<file path="src/rtl/core/lsp_pkg.sv">
`timescale 1ns / 1ps
`default_nettype none
// ----------------------------------------------------------------------------
// lsp_pkg
// Shared types, codes and constants of the lens stepper position controller.
// ----------------------------------------------------------------------------
package lsp_pkg;

  localparam int VAL_W          = 16;  // width of value field and config regs
  localparam int POS_WIDTH_DEF  = 16;
  localparam int WAIT_WIDTH_DEF = 16;

  localparam int APB_AW = 4;
  localparam int APB_DW = 32;

  localparam logic [VAL_W-1:0] MAX_POS_RST    = 16'd0;
  localparam logic [VAL_W-1:0] STEP_IVAL_RST  = 16'd3333;
  localparam logic [VAL_W-1:0] HOME_SWEEP_RST = 16'd2500;

  // Coil drive bits, A+ A- B+ B- from msb
  localparam logic [3:0] COIL_AP  = 4'h8;
  localparam logic [3:0] COIL_AN  = 4'h4;
  localparam logic [3:0] COIL_BP  = 4'h2;
  localparam logic [3:0] COIL_BN  = 4'h1;
  localparam logic [3:0] COIL_OFF = 4'h0;

  typedef enum logic [2:0] {
    OP_TICK    = 3'd0,
    OP_STEP    = 3'd1,
    OP_GOTO    = 3'd2,
    OP_ABORT   = 3'd3,
    OP_RELEASE = 3'd4,
    OP_HOME    = 3'd5,
    OP_SETPOS  = 3'd6,
    OP_NONE    = 3'd7
  } op_e;

  typedef enum logic [2:0] {
    ST_OK    = 3'd0,
    ST_RANGE = 3'd1,
    ST_LIMIT = 3'd2,
    ST_ABORT = 3'd3,
    ST_BUSY  = 3'd4
  } status_e;

  typedef enum logic [1:0] {
    REG_MAX_POS    = 2'd0,
    REG_STEP_IVAL  = 2'd1,
    REG_HOME_SWEEP = 2'd2
  } reg_idx_e;

  typedef enum logic [3:0] {
    MODE_IDLE = 4'b0001,
    MODE_WAIT = 4'b0010,
    MODE_GOTO = 4'b0100,
    MODE_HOME = 4'b1000
  } mode_e;

  typedef struct packed {
    logic [VAL_W-1:0] max_position;
    logic [VAL_W-1:0] step_interval;
    logic [VAL_W-1:0] home_sweep_steps;
  } cfg_t;

  typedef struct packed {
    logic [2:0]       op;
    logic             direction;
    logic [VAL_W-1:0] value;
  } item_t;

  typedef struct packed {
    logic    busy;
    status_e status;
    logic    done;
  } flags_t;

  // Full-step phase pattern 9, A, 6, 5
  function automatic logic [3:0] phase_coils(input logic [1:0] ph);
    logic [3:0] c;
    case (ph)
      2'd0:    c = COIL_AP | COIL_BN;
      2'd1:    c = COIL_AP | COIL_BP;
      2'd2:    c = COIL_AN | COIL_BP;
      2'd3:    c = COIL_AN | COIL_BN;
      default: c = COIL_OFF;
    endcase
    return c;
  endfunction

endpackage
`default_nettype wire

</file>
<file path="src/rtl/core/lsp_cfg_regs.sv">
`timescale 1ns / 1ps
`default_nettype none
// ----------------------------------------------------------------------------
// lsp_cfg_regs
// APB register file: max position, step interval, homing sweep length.
// ----------------------------------------------------------------------------
module lsp_cfg_regs
  import lsp_pkg::*;
(
  input  wire logic              clk_i,
  input  wire logic              rst_ni,
  input  wire logic              psel,
  input  wire logic              penable,
  input  wire logic              pwrite,
  input  wire logic [APB_AW-1:0] paddr,
  input  wire logic [APB_DW-1:0] pwdata,
  output logic      [APB_DW-1:0] prdata,
  output logic                   pready,
  output cfg_t                   cfg_o
);

  cfg_t     cfg_q, cfg_d;
  reg_idx_e idx;
  logic     wr_en;

  assign idx    = reg_idx_e'(paddr[3:2]);
  assign wr_en  = psel && penable && pwrite;
  assign pready = 1'b1;
  assign cfg_o  = cfg_q;

  always_comb begin
    cfg_d = cfg_q;
    if (wr_en) begin
      case (idx)
        REG_MAX_POS:    cfg_d.max_position     = pwdata[VAL_W-1:0];
        REG_STEP_IVAL:  cfg_d.step_interval    = pwdata[VAL_W-1:0];
        REG_HOME_SWEEP: cfg_d.home_sweep_steps = pwdata[VAL_W-1:0];
        default: ;
      endcase
    end
  end

  always_comb begin
    case (idx)
      REG_MAX_POS:    prdata = APB_DW'(cfg_q.max_position);
      REG_STEP_IVAL:  prdata = APB_DW'(cfg_q.step_interval);
      REG_HOME_SWEEP: prdata = APB_DW'(cfg_q.home_sweep_steps);
      default:        prdata = '0;
    endcase
  end

  always_ff @(posedge clk_i or negedge rst_ni) begin
    if (!rst_ni) begin
      cfg_q.max_position     <= MAX_POS_RST;
      cfg_q.step_interval    <= STEP_IVAL_RST;
      cfg_q.home_sweep_steps <= HOME_SWEEP_RST;
    end else begin
      cfg_q <= cfg_d;
    end
  end

endmodule
`default_nettype wire

</file>
<file path="src/rtl/core/lsp_step_unit.sv">
`timescale 1ns / 1ps
`default_nettype none
// ----------------------------------------------------------------------------
// lsp_step_unit
// Axis state (position, coils, mode, target, sweep and wait counters) and
// the single-pass next-state logic for one request.
// ----------------------------------------------------------------------------
module lsp_step_unit
  import lsp_pkg::*;
#(
  parameter int POS_WIDTH  = POS_WIDTH_DEF,
  parameter int WAIT_WIDTH = WAIT_WIDTH_DEF
) (
  input  wire logic                 clk_i,
  input  wire logic                 rst_ni,
  input  wire logic                 fire_i,
  input  wire item_t                item_i,
  input  wire cfg_t                 cfg_i,
  output logic [3:0]                coils_o,
  output logic [POS_WIDTH-1:0]      position_o,
  output flags_t                    flags_o
);

  // compare width covering both position and value ranges, plus carry
  localparam int CW = ((POS_WIDTH > VAL_W) ? POS_WIDTH : VAL_W) + 1;

  logic [POS_WIDTH-1:0]  pos_q, pos_d;
  logic [3:0]            coil_q, coil_d;
  mode_e                 mode_q, mode_d;
  logic [VAL_W-1:0]      tgt_q, tgt_d;
  logic [WAIT_WIDTH-1:0] sweep_q, sweep_d;
  logic [WAIT_WIDTH-1:0] wait_q, wait_d;

  op_e                   op;
  logic                  busy;
  logic [WAIT_WIDTH-1:0] wait_dec, wait_cfg, wait_load;
  logic [WAIT_WIDTH-1:0] sweep_src;
  logic                  drive_dir, drive_ok, drive_en, home_en;
  logic [POS_WIDTH-1:0]  drive_pos;
  status_e               status;
  logic                  done;

  assign op   = op_e'(item_i.op);
  assign busy = (mode_q != MODE_IDLE);

  assign wait_dec  = (wait_q == '0) ? wait_q : wait_q - WAIT_WIDTH'(1);
  assign wait_cfg  = WAIT_WIDTH'(cfg_i.step_interval);
  assign wait_load = (wait_cfg == '0) ? WAIT_WIDTH'(1) : wait_cfg;
  assign sweep_src = (op == OP_HOME) ? WAIT_WIDTH'(cfg_i.home_sweep_steps) : sweep_q;

  // one phase per request at most; pick its direction by command
  always_comb begin
    case (op)
      OP_STEP: drive_dir = item_i.direction;
      OP_GOTO: drive_dir = CW'(item_i.value) > CW'(pos_q);
      default: drive_dir = CW'(tgt_q) > CW'(pos_q);
    endcase
  end

  assign drive_ok  = drive_dir ? ((CW'(pos_q) + CW'(1)) < CW'(cfg_i.max_position))
                               : (pos_q != '0);
  assign drive_pos = drive_dir ? pos_q + POS_WIDTH'(1) : pos_q - POS_WIDTH'(1);

  always_comb begin
    pos_d    = pos_q;
    coil_d   = coil_q;
    mode_d   = mode_q;
    tgt_d    = tgt_q;
    sweep_d  = sweep_q;
    wait_d   = wait_q;
    status   = ST_OK;
    done     = 1'b0;
    drive_en = 1'b0;
    home_en  = 1'b0;

    case (op)
      OP_TICK: begin
        if (busy) begin
          wait_d = wait_dec;
          if (wait_dec == '0) begin
            case (mode_q)
              MODE_WAIT: begin
                mode_d = MODE_IDLE;
                done   = 1'b1;
              end
              MODE_GOTO: begin
                if (CW'(pos_q) == CW'(tgt_q)) begin
                  mode_d = MODE_IDLE;
                  done   = 1'b1;
                end else begin
                  drive_en = 1'b1;
                  if (!drive_ok) begin
                    mode_d = MODE_IDLE;
                    status = ST_LIMIT;
                    done   = 1'b1;
                  end
                end
              end
              MODE_HOME: home_en = 1'b1;
              default: ;
            endcase
          end
        end
      end
      OP_ABORT: begin
        if (mode_q == MODE_GOTO) begin
          mode_d = MODE_IDLE;
          wait_d = '0;
          status = ST_ABORT;
        end
      end
      OP_STEP: begin
        if (busy) begin
          status = ST_BUSY;
        end else begin
          drive_en = 1'b1;
          if (drive_ok) mode_d = MODE_WAIT;
          else          status = ST_LIMIT;
        end
      end
      OP_GOTO: begin
        if (busy) begin
          status = ST_BUSY;
        end else if (item_i.value >= cfg_i.max_position) begin
          status = ST_RANGE;
        end else if (CW'(item_i.value) == CW'(pos_q)) begin
          done = 1'b1;
        end else begin
          tgt_d    = item_i.value;
          drive_en = 1'b1;
          if (drive_ok) begin
            mode_d = MODE_GOTO;
          end else begin
            status = ST_LIMIT;
            done   = 1'b1;
          end
        end
      end
      OP_RELEASE: begin
        if (busy) status = ST_BUSY;
        else      coil_d = COIL_OFF;
      end
      OP_HOME: begin
        if (busy) begin
          status = ST_BUSY;
        end else begin
          mode_d  = MODE_HOME;
          home_en = 1'b1;
        end
      end
      OP_SETPOS: begin
        if (busy) status = ST_BUSY;
        else      pos_d = POS_WIDTH'(item_i.value);
      end
      default: ;
    endcase

    if (drive_en) begin
      if (drive_ok) begin
        pos_d  = drive_pos;
        coil_d = phase_coils(drive_pos[1:0]);
        wait_d = wait_load;
      end else begin
        coil_d = COIL_OFF;
      end
    end

    if (home_en) begin
      if (sweep_src == '0) begin
        coil_d  = COIL_OFF;
        pos_d   = '0;
        mode_d  = MODE_IDLE;
        sweep_d = sweep_src;
        done    = 1'b1;
      end else begin
        coil_d  = phase_coils(sweep_src[1:0]);
        sweep_d = sweep_src - WAIT_WIDTH'(1);
        wait_d  = wait_load;
      end
    end
  end

  assign coils_o        = coil_d;
  assign position_o     = pos_d;
  assign flags_o.busy   = (mode_d != MODE_IDLE);
  assign flags_o.status = status;
  assign flags_o.done   = done;

  always_ff @(posedge clk_i or negedge rst_ni) begin
    if (!rst_ni) begin
      pos_q   <= '0;
      coil_q  <= COIL_OFF;
      mode_q  <= MODE_IDLE;
      tgt_q   <= '0;
      sweep_q <= '0;
      wait_q  <= '0;
    end else if (fire_i) begin
      pos_q   <= pos_d;
      coil_q  <= coil_d;
      mode_q  <= mode_d;
      tgt_q   <= tgt_d;
      sweep_q <= sweep_d;
      wait_q  <= wait_d;
    end
  end

endmodule
`default_nettype wire

</file>
<file path="src/rtl/core/lens_stepper_position_controller.sv">
`timescale 1ns / 1ps
`default_nettype none
// ----------------------------------------------------------------------------
// lens_stepper_position_controller
// One lens axis driven by a four-phase full-step stepper motor.
// ----------------------------------------------------------------------------
// Usage:
//   Request channel (in_valid_i / in_ready_o): op, direction, value. Ticks
//   (op 0) advance time; the other ops are commands (step, goto, abort,
//   release, home, set position). Every request yields exactly one result.
//   Result channel (out_valid_o / out_ready_i): coils, position, busy,
//   status, done.
//   Path: an accepted request is held in the input register, then its result
//   in the result register. Throughput: one request per clock,
//   limited only by the result handshake; the step unit's state update is
//   a single pass.
//   Receiver stall: the result register holds; one more request may sit in
//   the input register, after which in_ready_o drops.
//   Config: APB port, registers at 0x0 max_position, 0x4 step_interval,
//   0x8 home_sweep_steps; pready is always high. Write only while idle.
//   Reset: coils released, position 0, mode idle, interval 3333, sweep
//   2500, max_position 0 (so every goto is out of range until written).
// ----------------------------------------------------------------------------
module lens_stepper_position_controller
  import lsp_pkg::*;
#(
  parameter int POS_WIDTH  = POS_WIDTH_DEF,
  parameter int WAIT_WIDTH = WAIT_WIDTH_DEF
) (
  input  wire logic                 clk_i,
  input  wire logic                 rst_ni,
  // config port
  input  wire logic                 psel,
  input  wire logic                 penable,
  input  wire logic                 pwrite,
  input  wire logic [APB_AW-1:0]    paddr,
  input  wire logic [APB_DW-1:0]    pwdata,
  output logic      [APB_DW-1:0]    prdata,
  output logic                      pready,
  // request channel
  input  wire logic                 in_valid_i,
  output logic                      in_ready_o,
  input  wire logic [2:0]           op_i,
  input  wire logic                 direction_i,
  input  wire logic [VAL_W-1:0]     value_i,
  // result channel
  output logic                      out_valid_o,
  input  wire logic                 out_ready_i,
  output logic [3:0]                coils_o,
  output logic [POS_WIDTH-1:0]      position_o,
  output logic                      busy_res_o,
  output logic [2:0]                status_o,
  output logic                      done_res_o
);

  cfg_t                 cfg;

  // input register
  logic                 in_valid_q;
  item_t                item_q;

  // result register
  logic                 out_valid_q, out_valid_d;
  logic [3:0]           coils_q;
  logic [POS_WIDTH-1:0] pos_q;
  flags_t               flags_q;

  logic [3:0]           coils_nxt;
  logic [POS_WIDTH-1:0] pos_nxt;
  flags_t               flags_nxt;

  logic                 advance;   // result slot free this cycle
  logic                 fire;      // buffered request processed this cycle

  lsp_cfg_regs u_cfg (
    .clk_i   (clk_i),
    .rst_ni  (rst_ni),
    .psel    (psel),
    .penable (penable),
    .pwrite  (pwrite),
    .paddr   (paddr),
    .pwdata  (pwdata),
    .prdata  (prdata),
    .pready  (pready),
    .cfg_o   (cfg)
  );

  assign advance    = !out_valid_q || out_ready_i;
  assign fire       = in_valid_q && advance;
  assign in_ready_o = !in_valid_q || advance;

  always_ff @(posedge clk_i or negedge rst_ni) begin
    if (!rst_ni) begin
      in_valid_q <= 1'b0;
    end else if (in_ready_o) begin
      in_valid_q <= in_valid_i;
    end
  end

  // payload needs no reset
  always_ff @(posedge clk_i) begin
    if (in_valid_i && in_ready_o) begin
      item_q.op        <= op_i;
      item_q.direction <= direction_i;
      item_q.value     <= value_i;
    end
  end

  lsp_step_unit #(
    .POS_WIDTH  (POS_WIDTH),
    .WAIT_WIDTH (WAIT_WIDTH)
  ) u_step (
    .clk_i      (clk_i),
    .rst_ni     (rst_ni),
    .fire_i     (fire),
    .item_i     (item_q),
    .cfg_i      (cfg),
    .coils_o    (coils_nxt),
    .position_o (pos_nxt),
    .flags_o    (flags_nxt)
  );

  always_comb begin
    if (fire)             out_valid_d = 1'b1;
    else if (out_ready_i) out_valid_d = 1'b0;
    else                  out_valid_d = out_valid_q;
  end

  always_ff @(posedge clk_i or negedge rst_ni) begin
    if (!rst_ni) begin
      out_valid_q <= 1'b0;
    end else begin
      out_valid_q <= out_valid_d;
    end
  end

  always_ff @(posedge clk_i) begin
    if (fire) begin
      coils_q <= coils_nxt;
      pos_q   <= pos_nxt;
      flags_q <= flags_nxt;
    end
  end

  assign out_valid_o = out_valid_q;
  assign coils_o     = coils_q;
  assign position_o  = pos_q;
  assign busy_res_o  = flags_q.busy;
  assign status_o    = flags_q.status;
  assign done_res_o  = flags_q.done;

  // --------------------------------------------------------------------------
  // Assertions
  // --------------------------------------------------------------------------
  // a finished move or homing leaves the axis idle
  a_done_idle : assert property (@(posedge clk_i) disable iff (!rst_ni)
    out_valid_o && done_res_o |-> !busy_res_o)
    else $error("done reported while still busy");

  // a busy rejection only happens with a move in progress
  a_busy_rej : assert property (@(posedge clk_i) disable iff (!rst_ni)
    out_valid_o && (status_o == ST_BUSY) |-> busy_res_o)
    else $error("busy rejection while idle");

  // hitting a limit always releases the coils
  a_limit_off : assert property (@(posedge clk_i) disable iff (!rst_ni)
    out_valid_o && (status_o == ST_LIMIT) |-> (coils_o == COIL_OFF))
    else $error("coils still driven at limit");

  // coils are either released or one full-step pattern (two coils on)
  a_coil_pat : assert property (@(posedge clk_i) disable iff (!rst_ni)
    out_valid_o |-> (coils_o == COIL_OFF) || ($countones(coils_o) == 2))
    else $error("illegal coil pattern");

  // a stalled result frees no slot, so a buffered request must stay put
  a_hold_req : assert property (@(posedge clk_i) disable iff (!rst_ni)
    in_valid_q && out_valid_o && !out_ready_i |=> in_valid_q)
    else $error("buffered request lost during stall");

endmodule
`default_nettype wire

</file>
<file path="config.mk">
export PLATFORM = sky130hd
export DESIGN_NAME = lens_stepper_position_controller
export DESIGN_NICKNAME = d
export VERILOG_FILES = /design/src/rtl/core/lsp_pkg.sv /design/src/rtl/core/lsp_cfg_regs.sv /design/src/rtl/core/lsp_step_unit.sv /design/src/rtl/core/lens_stepper_position_controller.sv
export SDC_FILE = /design/constraint.sdc
export NUM_CORES = 1
export LEC_CHECK = 0
export BUFFER_PORTS_ARGS = -buffer_cell sky130_fd_sc_hd__buf_4
export CORE_MARGIN = 4
export CORE_UTILIZATION = 65
export CTS_BUF_LIST = sky130_fd_sc_hd__clkbuf_16
export DETAILED_ROUTE_END_ITERATION = 10
export PLACE_DENSITY = 0.87
export SLEW_MARGIN = 20
export SYNTH_ARGS = -nofsm -noshare
export SYNTH_HDL_FRONTEND = slang
export SYNTH_SLANG_ARGS = --single-unit
</file>
<file path="constraint.sdc">
create_clock -name clk_i -period 9.5 [get_ports clk_i]
set_clock_uncertainty 0.2 [all_clocks]
set_input_delay 0.475 -clock clk_i [delete_from_list [all_inputs] [get_ports clk_i]]
set_output_delay 0.475 -clock clk_i [all_outputs]
set_load 0.05 [all_outputs]
</file>
==> flow_summary.json <==
{
  "yosys-top-cells-area": "dfrtp_1 24%, edfxtp_1 12%, ha_1 8.7%",
  "antenna_found_initial": 0,
  "slew_violations": 0,
  "hold_viol": 0,
  "cts_root_buf": "clkbuf_16",
  "clkTransAtPathRegs_ns": 0.07,
  "ant_nets": 0,
  "pwr-share-comb": 0.502,
  "cp.required_ns": 9.50,
  "avgSynthCellArea_um2": 9.359,
  "rsz0062_at_grt": "false",
  "p_sw_frac": 0.4530,
  "syn_inst": 1244,
  "fmax_ghz": 0.1634,
  "total_power_mw": 3.830,
  "synth_async_sr_flop_share": 0.7305,
  "syn_area_um2": 11640,
  "p_leak_nw": 5.535,
  "yosysTopAreaCell": "dfrtp_1",
  "synth_seq_cells": 167,
  "yosysWarningCount": 0,
  "track_usage": 0.3232,
  "cts_made_buffers": 17,
  "totalNegativeSetupSlack_ns": 0,
  "coreArea_um2": 17420,
  "wl_per_cell_um": 21.04,
  "cp-start-kind": "flop",
  "synth_edf_count": 45,
  "worstPathArrival_ns": 6.12,
  "tightest_slew_ns": 1.056,
  "setup_viol": 0,
  "hpwlAfterDp_um": 23110,
  "drt_first_iter_violations": 1173,
  "num_vias": 10396,
  "cts_buffer_depth": 2,
  "power_frac_seq": 0.326,
  "p_sw_mw": 1.735,
  "num_io_pins": 123,
  "die_w_um": 141.8,
  "nNetsFinal": 1449,
  "yosysSeqAreaShare": 0.3795,
  "hold_path.class": "input pin to flop",
  "htree_levels": 4,
  "tritoncts": "built",
  "drc_errors": 0,
  "drt_pass1_iterations": 6,
  "post-place-cells": 1497,
  "power_density_nw_per_um2": 296.3,
  "via_per_inst": 6.742,
  "synth_top_area_frac": 0.2386,
  "grt_pass1_vias": 10216,
  "finalCritPeriodShare": 0.6442,
  "start_util": 0.6685,
  "period_needed_ns": 6.120,
  "grt_pass1_wl_um": 51980,
  "ys.flop_type": "dfrtp_1",
  "instances_no_fill": 1542,
  "std_cell_rows": 48,
  "clkLatencyLatePin_ns": 0.44,
  "internal-power_mw": 2.095,
  "status": "finished, final reports clean",
  "grt_start_max_net_pins": 77,
  "n_antenna_cell": 0,
  "vdd_ir_drop_max_uv": 253.3,
  "relSlewSlack": 0.2958,
  "postCtsSetupRepairBufs": 0,
  "synth_cell_types": 89,
  "gp_congestion": 0.9865,
  "critical_path_class": "flop to flop",
  "maxCapViolations": 0,
  "area_growth_pct": 11.04,
  "port_buffers": 87,
  "drive_gt1_frac": 0.1815,
  "cts_sinks": 167,
  "grt_overflow": 0,
  "power.share.clock": 0.172,
  "totalWireLength_um": 32440,
  "die_h_um": 141.8,
  "die_area_um2": 20120,
  "endpoint_kind": "flop",
  "worstPathMaxFanout": 14
}
state kept, by name (all words and copies together) (netlist names):
name,count
u_cfg.cfg_o,48
item_q,20
position_o,16
u_step.pos_q,16
u_step.sweep_q,16
u_step.tgt_q,16
u_step.wait_q,16
coils_o,4
u_step.coil_q,4
u_step.mode_q,4
status_o,3
busy_res_o,1
done_res_o,1
in_valid_q,1
out_valid_o,1
path summary, 6_finish.rpt:
| check | cells after the start | to | from | slack (ns) |
|---|---|---|---|---|
| min in group asynchronous | 2 | u_step.sweep_q[10]$_DFFE_PN0P_ | rst_ni | 0.38 |
| min reg2reg | 2 | u_step.sweep_q[1]$_DFFE_PN0P_ | u_step.sweep_q[1]$_DFFE_PN0P_ | 0.28 |
| max | 18 | position_o[15]$_DFFE_PP_ | u_step.pos_q[11]$_DFFE_PN0P_ | 3.38 |
| max in group asynchronous | 3 | u_step.mode_q[3]$_DFFE_PN0P_ | rst_ni | 7.27 |
| max reg2reg | 18 | position_o[15]$_DFFE_PP_ | u_step.pos_q[11]$_DFFE_PN0P_ | 3.38 |
| min | 1 | item_q[0]$_DFFE_PP_ | value_i[0] | 0.003 |
metrics by stage:
step	worst slack (ns)	hold slack [ns]	utilization	instance area [µm²]
after floorplan	4.594	-0.02059	-	11700
after global routing	3.252	0.001390	0.7422	12930
final	3.380	0.003211	0.7422	12930
after detailed placement	3.638	0.2770	0.7034	12250
after CTS	3.610	0.0001278	0.7382	12860
after global placement	3.734	0.2542	0.7033	12250
layout make-up:
type / instances / area, µm²
fill: 1201 / 4489
tap: 225 / 281.5
inverter: 55 / 206.4
multi-input combinational: 955 / 6633
sequential: 167 / 4418
clock buffer: 17 / 425.4
clock inverter: 15 / 120.1
timing repair buffer: 108 / 843.3
cell families after synthesis:
| logic type | synth area share |
|---|---|
| DFF | 0.3795 |
| buffers and inverters | 0.05674 |
| other | 0.0006451 |
| and+or+nand+nor | 0.1759 |
| adders and majority gates | 0.08877 |
| xor gates and xnor gates | 0.02257 |
| AOI/OAI and AO/OA | 0.1861 |
| muxes | 0.08974 |
cell usage in the layout (no fill, tap or decap), types with 10 or more instances in the layout:
cell / n
o22ai_1: 12
dfrtp_1: 111
o211ai_1: 17
xnor2_1: 22
a211oi_1: 18
a21o_1: 10
buf_4: 95
edfxtp_1: 45
clkbuf_16: 17
mux2_2: 59
o21ai_0: 85
or2_2: 10
nand3_1: 30
a21oi_1: 67
ha_1: 81
o21a_1: 10
nor2b_1: 10
or3_1: 10
conb_1: 17
dfstp_2: 11
inv_1: 54
dlygate4sd3_1: 13
nor4_1: 23
nor3_1: 44
nor2_1: 92
nand2_1: 110
nand4_1: 20
mux2i_1: 38
nand2b_1: 10
worst max-delay path, stage by stage (launching register included):
cell       delay (ns)
dfrtp_1          0.58
inv_1            0.13
ha_1             0.34
nand4_1          0.20
nor4_1           0.75
nor3_1           0.09
a211oi_1         0.30
a311oi_2         0.15
inv_1            0.49
ha_1             0.32
a21oi_1          0.21
o2111ai_1        0.18
a2111oi_0        0.70
o311ai_0         0.35
nand2_1          0.15
a21oi_1          0.08
xnor2_1          0.16
a211o_1          0.34
and2_1           0.15
synth_stat cells (6+ instances only):
cell type / n
o22ai_1: 12
inv_1: 54
xnor2_1: 22
a221oi_2: 6
nand4_1: 20
edfxtp_1: 45
or2_2: 10
a31oi_1: 6
nor3_1: 45
a21oi_1: 67
and3_1: 8
o21ai_0: 85
clkbuf_1: 51
buf_6: 7
a221o_1: 6
a211oi_1: 18
and2_1: 8
buf_4: 18
nor2b_1: 11
xor2_1: 8
nand2_1: 110
dfrtp_1: 111
nand3_1: 30
a21o_1: 10
mux2_2: 59
a22o_1: 7
o31ai_1: 8
nor2_1: 92
or3_1: 10
o2111ai_1: 6
o211ai_1: 17
o21a_1: 10
ha_1: 81
nand2b_1: 10
dfstp_2: 11
nor4_1: 23
mux2i_1: 38
power by group through the flow:
stage	logic, mW	clock network [mW]	registers, mW
2_1_floorplan	1.42	0	1.22
3_3_place_gp	1.78	0	1.23
3_5_place_dp	1.86	0	1.24
4_1_cts	1.89	0.663	1.23
5_1_grt	2.11	0.694	1.27
6_report	1.92	0.659	1.25
timing repair:
action	in CTS	in global routing
setup endpoints to repair	0	0
hold endpoints to repair	44	7
hold buffers	6	7
resized for setup	0	0
routing by layer:
| layer | share of wire | global-route usage | vias up |
|---|---|---|---|
| li1 | - | - | 4717 |
| met1 | 0.38 | 0.3941 | 4921 |
| met2 | 0.49 | 0.5464 | 599 |
| met3 | 0.072 | 0.05763 | 159 |
| met4 | 0.055 | 0.1712 | 0 |
| met5 | 0 | 0 | - |
No activity file was read; power rests on OpenSTA's default activity.
